<file path="src/hw/rtl/htd_pkg.sv">
`timescale 1ns / 1ps

package htd_pkg;

  localparam int unsigned HTD_NODE_COUNT   = 1024;
  localparam int unsigned HTD_MAX_CODE_LEN = 15;
  localparam int unsigned HTD_LEN_W        = 4;
  localparam int unsigned HTD_CODE_W       = 15;
  localparam int unsigned HTD_SYM_W        = 9;
  localparam int unsigned HTD_STATUS_W     = 3;

  localparam logic KIND_INSERT = 1'b0;
  localparam logic KIND_DECODE = 1'b1;

  typedef enum logic [HTD_STATUS_W-1:0] {
    ST_DECODED     = 3'd0,
    ST_CONSUMED    = 3'd1,
    ST_UNINDEXED   = 3'd2,
    ST_INSERTED    = 3'd3,
    ST_INSERT_FAIL = 3'd4
  } htd_status_e;

  // controller to datapath
  typedef struct packed {
    logic take;
    logic dec_step;
    logic dec_chk;
    logic ins_rd;
    logic ins_look;
    logic ins_alloc;
    logic ins_fail;
    logic ins_ref;
    logic ins_load;
  } htd_cmd_t;

  // datapath to controller
  typedef struct packed {
    logic len_bad;
    logic dec_miss;
    logic look_final;
    logic look_hit;
    logic look_fits;
    logic alloc_last;
    logic res_busy;
  } htd_stat_t;

endpackage

</file>
<file path="src/hw/rtl/htd_ctrl.sv">
`timescale 1ns / 1ps

module htd_ctrl (
  input  logic               clk_i,
  input  logic               rst_ni,
  input  logic               in_valid_i,
  input  logic               in_kind_i,
  output logic               in_ready_o,
  input  htd_pkg::htd_stat_t stat_i,
  output htd_pkg::htd_cmd_t  cmd_o
);
  import htd_pkg::*;

  typedef enum logic [7:0] {
    S_IDLE      = 8'b0000_0001,
    S_DEC_STEP  = 8'b0000_0010,
    S_DEC_CHK   = 8'b0000_0100,
    S_INS_RD    = 8'b0000_1000,
    S_INS_LOOK  = 8'b0001_0000,
    S_INS_ALLOC = 8'b0010_0000,
    S_INS_REF   = 8'b0100_0000,
    S_INS_LOAD  = 8'b1000_0000
  } htd_state_e;

  htd_state_e state_q, state_d;

  assign in_ready_o = (state_q == S_IDLE) && !stat_i.res_busy;

  always_comb begin
    state_d = state_q;
    cmd_o   = '0;
    unique case (state_q)
      S_IDLE: begin
        if (in_valid_i && in_ready_o) begin
          cmd_o.take = 1'b1;
          state_d    = (in_kind_i == KIND_DECODE) ? S_DEC_STEP : S_INS_RD;
        end
      end
      S_DEC_STEP: begin
        cmd_o.dec_step = 1'b1;
        state_d        = stat_i.dec_miss ? S_IDLE : S_DEC_CHK;
      end
      S_DEC_CHK: begin
        cmd_o.dec_chk = 1'b1;
        state_d       = S_IDLE;
      end
      S_INS_RD: begin
        if (stat_i.len_bad) begin
          cmd_o.ins_fail = 1'b1;
          state_d        = S_IDLE;
        end else begin
          cmd_o.ins_rd = 1'b1;
          state_d      = S_INS_LOOK;
        end
      end
      S_INS_LOOK: begin
        cmd_o.ins_look = 1'b1;
        if (stat_i.look_final) begin
          state_d = S_INS_REF;
        end else if (stat_i.look_hit) begin
          state_d = S_INS_RD;
        end else if (stat_i.look_fits) begin
          state_d = S_INS_ALLOC;
        end else begin
          state_d = S_IDLE;
        end
      end
      S_INS_ALLOC: begin
        cmd_o.ins_alloc = 1'b1;
        if (stat_i.alloc_last) begin
          state_d = S_INS_REF;
        end
      end
      S_INS_REF: begin
        cmd_o.ins_ref = 1'b1;
        state_d       = S_INS_LOAD;
      end
      S_INS_LOAD: begin
        cmd_o.ins_load = 1'b1;
        state_d        = S_IDLE;
      end
      default: begin
        state_d = S_IDLE;
      end
    endcase
  end

  always_ff @(posedge clk_i or negedge rst_ni) begin
    if (!rst_ni) begin
      state_q <= S_IDLE;
    end else begin
      state_q <= state_d;
    end
  end

endmodule

</file>
<file path="config.mk">
export PLATFORM = sky130hd
export DESIGN_NAME = htd_ctrl
export DESIGN_NICKNAME = d
export VERILOG_FILES = /design/src/hw/rtl/htd_pkg.sv /design/src/hw/rtl/htd_ctrl.sv
export SDC_FILE = /design/constraint.sdc
export NUM_CORES = 1
export LEC_CHECK = 0
export BUFFER_PORTS_ARGS = -buffer_cell sky130_fd_sc_hd__buf_4
export CORE_AREA = 2 2 39 41
export CTS_CLUSTER_DIAMETER = 60
export DETAILED_ROUTE_END_ITERATION = 7
export DIE_AREA = 0 0 41 43
export GPL_TIMING_DRIVEN = 0
export PLACE_DENSITY_LB_ADDON = 0.08
export SLEW_MARGIN = 0
export SYNTH_ARGS = -nofsm -noshare
export SYNTH_HDL_FRONTEND = slang
export SYNTH_SLANG_ARGS = --single-unit
export TNS_END_PERCENT = 1
</file>
<file path="constraint.sdc">
create_clock -name clk_i -period 2.1 [get_ports clk_i]
set_input_delay 0.105 -clock clk_i [delete_from_list [all_inputs] [get_ports clk_i]]
set_output_delay 0.105 -clock clk_i [all_outputs]
set_load 0.01 [all_outputs]
</file>
Yosys cells after proc, flatten, opt, wreduce, memory -nomap -nowiden
Cells that the tools add are included.
{"block": "word_totals", "wordCells": 36, "ram_bits": 0, "output_inout_bits": 10, "memories": 0, "rom_bits": 0, "reg_bits": 8, "latchBits": 0}
{"block": "classes", "muxes": 21, "div": 0, "n_addsub": 0, "bitwise": 0, "n_shift": 0, "multipliers": 0, "n_reduce_logical": 4, "order_cmp": 0, "n_eq_ne": 10}
{"cell": "8-bit case mux with 6 select lines", "count": 1}
{"cell": "8-bit two-way mux", "count": 4}
{"cell": "1-bit two-way mux", "count": 12}
{"cell": "8-bit by 1-bit equality test with 1-bit output (second input constant)", "count": 1}
{"cell": "8-bit by 2-bit equality test with 1-bit output (second input constant)", "count": 1}
{"cell": "8-bit by 3-bit equality test with 1-bit output (second input constant)", "count": 1}
{"cell": "8-bit by 4-bit equality test with 1-bit output (second input constant)", "count": 1}
{"cell": "8-bit by 5-bit equality test with 1-bit output (second input constant)", "count": 1}
{"cell": "8-bit by 6-bit equality test with 1-bit output (second input constant)", "count": 1}
{"cell": "8-bit by 7-bit equality test with 1-bit output (second input constant)", "count": 1}
{"cell": "8-bit equality test (second input constant)", "count": 1}
{"cell": "6-bit two-way mux", "count": 1}
{"cell": "5-bit two-way mux", "count": 1}
{"cell": "4-bit two-way mux", "count": 1}
{"cell": "3-bit two-way mux", "count": 1}
{"cell": "1-bit logical AND", "count": 2}
{"cell": "2-bit by 1-bit != test with 1-bit output (second input constant)", "count": 1}
{"cell": "2-bit != test (second input constant)", "count": 1}
{"cell": "2-bit AND reduction", "count": 1}
{"cell": "1-bit logical NOT", "count": 1}

Longest topological paths before layout
{"block": "depth", "depth_word": 5, "mapped_depth": 6, "ltp_nobuf": 6}

Worst setup path after synthesis
Ideal clock, no wire load.
{"block": "synth_path", "path_kind": "register -> register", "start": "register state_q[3]", "end": "register state_q[0]", "slack_ns": 0.366, "arrival_time_ns": 1.650, "stages_incl_launch_ff": 6, "path_buffers": 0, "setup_ns": 0.084, "cell_sequence": "dfrtp_1 -> or4_4 -> and4bb_2 -> nor4b_1 -> a211oi_2 -> a21oi_1"}
{"block": "synth_via", "elab_chain_len": 5, "word_cells_on_any_way": 12, "cone_classes": "eq/ne (8); mux (1); reduce/logical (3)"}
{"item": "from (decl)", "line": "htd_ctrl.sv:25", "rtl": "htd_state_e state_q, state_d;"}
{"item": "from (signal assigned)", "line": "htd_ctrl.sv:92", "rtl": "state_q <= state_d;"}
{"item": "8-bit by 1-bit equality test with 1-bit output", "line": "htd_ctrl.sv:27, htd_ctrl.sv:32"}
{"item": "1-bit logical AND", "line": "htd_ctrl.sv:27", "rtl": "assign in_ready_o = (state_q == S_IDLE) && !stat_i.res_busy;"}
{"item": "1-bit logical AND", "line": "htd_ctrl.sv:34", "rtl": "if (in_valid_i && in_ready_o) begin"}
{"item": "2-bit by 1-bit != test with 1-bit output (no line)"}
{"item": "2-bit AND reduction (no line)"}
Several ways; a longest one is shown, not always the timed one.
A chain may end at the register's enable or synchronous reset.

==> metrics.yaml <==
timing:
  slew_headroom_pct: 74.3
  finClkSkew_ns: 0.00777
  fin_crit_sh_pct: 89.6
  drv_slew: 0
  period_needed_ns: 1.88
  tightest_slew_ns: 0.382
  rsz0062_at_grt: "false"
  max_freq_mhz: 532
  finalSetupViolCount: 0
  finalHoldViolations: 0
  tns_ns: 0
floorplanning:
  initial_core_util_pct: 36.4
  rows: 14
  fp.dieH_um: 43
  die_w_um: 41
  io_pins: 21
  core-area_um2: 1380
  die-area_um2: 1760
hold_path:
  hold_depth: 2
  hp-class: "input port to register"
cts:
  cts_tree: "yes"
  clk_latency_ns: 0.25
  cts_buffers: 3
  clock_path_buffers: 2
  cts_sinks: 8
  cts_root_buf: "clkbuf_4"
  cts_setup_buffers: 0
  clkTransAtPathRegs_ns: 0.06
  htree_levels: 1
power:
  p_switching_uw: 240
  p_int_uw: 431
  ir_drop_mv: 0.473
  p_per_area_nw_per_um2: 923
  pwr-share-seq_pct: 34.9
  p_clk_share_pct: 18.4
  p_comb_share_pct: 46.7
  power_uw: 671
  swShare_pct: 35.8
  power.leakage_uw: 0.000352
grt:
  grt_pass1_vias: 488
  use_met1_pct: 22.4
  busiest_layer: "met2"
  gr-usage-met2_pct: 24.4
  grt_usage_pct: 16.3
  grt_max_degree: 9
  grt_pass1_wl_mm: 1.99
  grt_overflow: 0
  met3_usage_pct: 3.14
  antenna_found_initial: 0
worst_setup_path:
  worstRegToRegCells: 5
  cpPeakStageDelay_ns: 0.58
  crit_type: "register to primary output"
  worstPathArrival_ns: 1.78
  critical_path.cell_chain: "or4_4 > nand4bb_4 > nor2b_1 > buf_4"
  crit_family: "simple AND/OR/NAND/NOR gates"
  cp_slowest_cell: "or4_4"
  worstPathRequired_ns: 2.00
  path_buf_inv: 1
  crit_cells: 4
  cp_max_fo: 6
  end_kind: "primary output"
  cp-start-kind: "register"
finish:
  multi_input_area_um2: 298
  finish.utilization_pct: 52.5
  top_regs: "state_q (8)"
  fillers: 147
  fin_nets: 89
  drive_above_1_share_pct: 42.9
  seq_area_um2: 201
  antenna_cells: 0
  syn_to_final_growth_pct: 44.2
  largest_reg_flops: 8
  top_register: "state_q"
  fin_area_um2: 727
synthesis:
  synth_top_family_by_area: "simple AND/OR/NAND/NOR gates"
  synthSimpleGateAreaFrac_pct: 46.4
  synth.top_cell.area_share_pct: 34.7
  muxShareOfSynthArea_pct: 0
  synth-warning-count: 0
  synth_nets: 62
  synth_compound_area_share_pct: 11.4
  ys_types: 22
  synth.largest_area_cell: "dfrtp_1"
  synth-seq-cells: 8
  synth_adder_area_share_pct: 0
  synth_area_leaders: "dfrtp_1, nor2_1, nor2b_1, nand4bb_4, dfstp_2"
  synth_ff_type: "dfrtp_1"
  synth_area_um2: 504
  netlist_instances: 51
  synth-edff-count: 0
  synthXorXnorAreaFrac_pct: 0
  yosysSeqAreaShare_pct: 40.0
  synthTopCellsByCount: "nor2_1, dfrtp_1, nor2b_1"
  avgSynthCellArea_um2: 9.89
  yosysMostFrequentCell: "nor2_1"
  asyncSetResetFlopFracSynth_pct: 100
place:
  place_area_um2: 674
  hpwl_um: 945
  place_congestion: 0.738
  io_buffers: 20
flow_run:
  maxCapViolations: 0
drt:
  drc: 0
  ant_nets: 0
  drt-initial-drc-count: 11
  wire_per_inst_um: 12.5
  vias: 491
  dr.pass1.iters: 4
  vias_per_cell: 5.28
  totalWireLength_mm: 1.16
outcome:
  outcome: "finished clean"
-- power groups by stage --
stage                     registers (uW)  logic (uW)  clock network, uW
final                                234         313                124
after global routing                 241         351                138
after CTS                            230         313                130
after detailed placement             232         311                  0
after global placement               231         308                  0
after floorplan                      224         222                  0
-- cell type report --
class                   count  share of cell area [%]
multi-input cells          40                    41.0
flip-flops and latches      8                    27.7
repair buffers             22                    23.4
clock buffers               4                    3.61
well taps                  16                    2.75
inverters                   3                    1.55
-- cell usage in the layout, fill, tap and decap left out, types with 2 or more instances in the layout --
cell type,netlist,layout
a21oi_1,3,3
buf_4,0,20
clkbuf_4,0,3
dfrtp_1,7,7
dlygate4sd3_1,0,2
inv_1,3,3
nand2b_1,3,3
nand4b_1,2,2
nor2_1,10,10
nor2b_1,5,5
nor3_1,2,2
nor4_1,3,2
nor4_2,1,2
-- cell families after synthesis --
group | Yosys count
AO/OA/AOI/OAI | 7
buffers and inverters | 3
flip-flops | 8
AND/OR/NAND/NOR | 33
-- path summary, 6_finish.rpt --
path	start	end	slack, ns
max in group asynchronous	rst_ni	state_q[0]	1.68
worst max register to register	state_q[3]	state_q[0]	0.27
worst max-delay path	state_q[3]	cmd_o[8]	0.22
worst min-delay path	stat_i[6]	state_q[4]	0.04
worst min register to register	state_q[1]	state_q[7]	0.59
min in group asynchronous	rst_ni	state_q[3]	0.20
-- stage by stage --
stage | worst slack [ns] | hold WS [ns] | std cells
final | 0.219 | 0.0353 | 93
after global routing | 0.101 | 0.0240 | 93
after CTS | 0.124 | 0.00349 | 92
after detailed placement | 0.286 | -0.0720 | 87
after global placement | 0.304 | -0.0699 | 87
after floorplan | 0.366 | -0.191 | 51
-- what timing repair did --
item | 4_1_cts | 5_1_grt
hold endpoints to repair | 8 | 1
gates resized for setup | 0 | 1
setup endpoints to repair | 0 | 5
hold buffers | 1 | 1
-- metal layers --
metal  share of wire (%)  up-vias
met5                   0        -
met4                   0        0
met3                 6.1        0
met2                  50       17
met1                  44      233
li1                    -      241
Power figures use the tool's default switching activity.
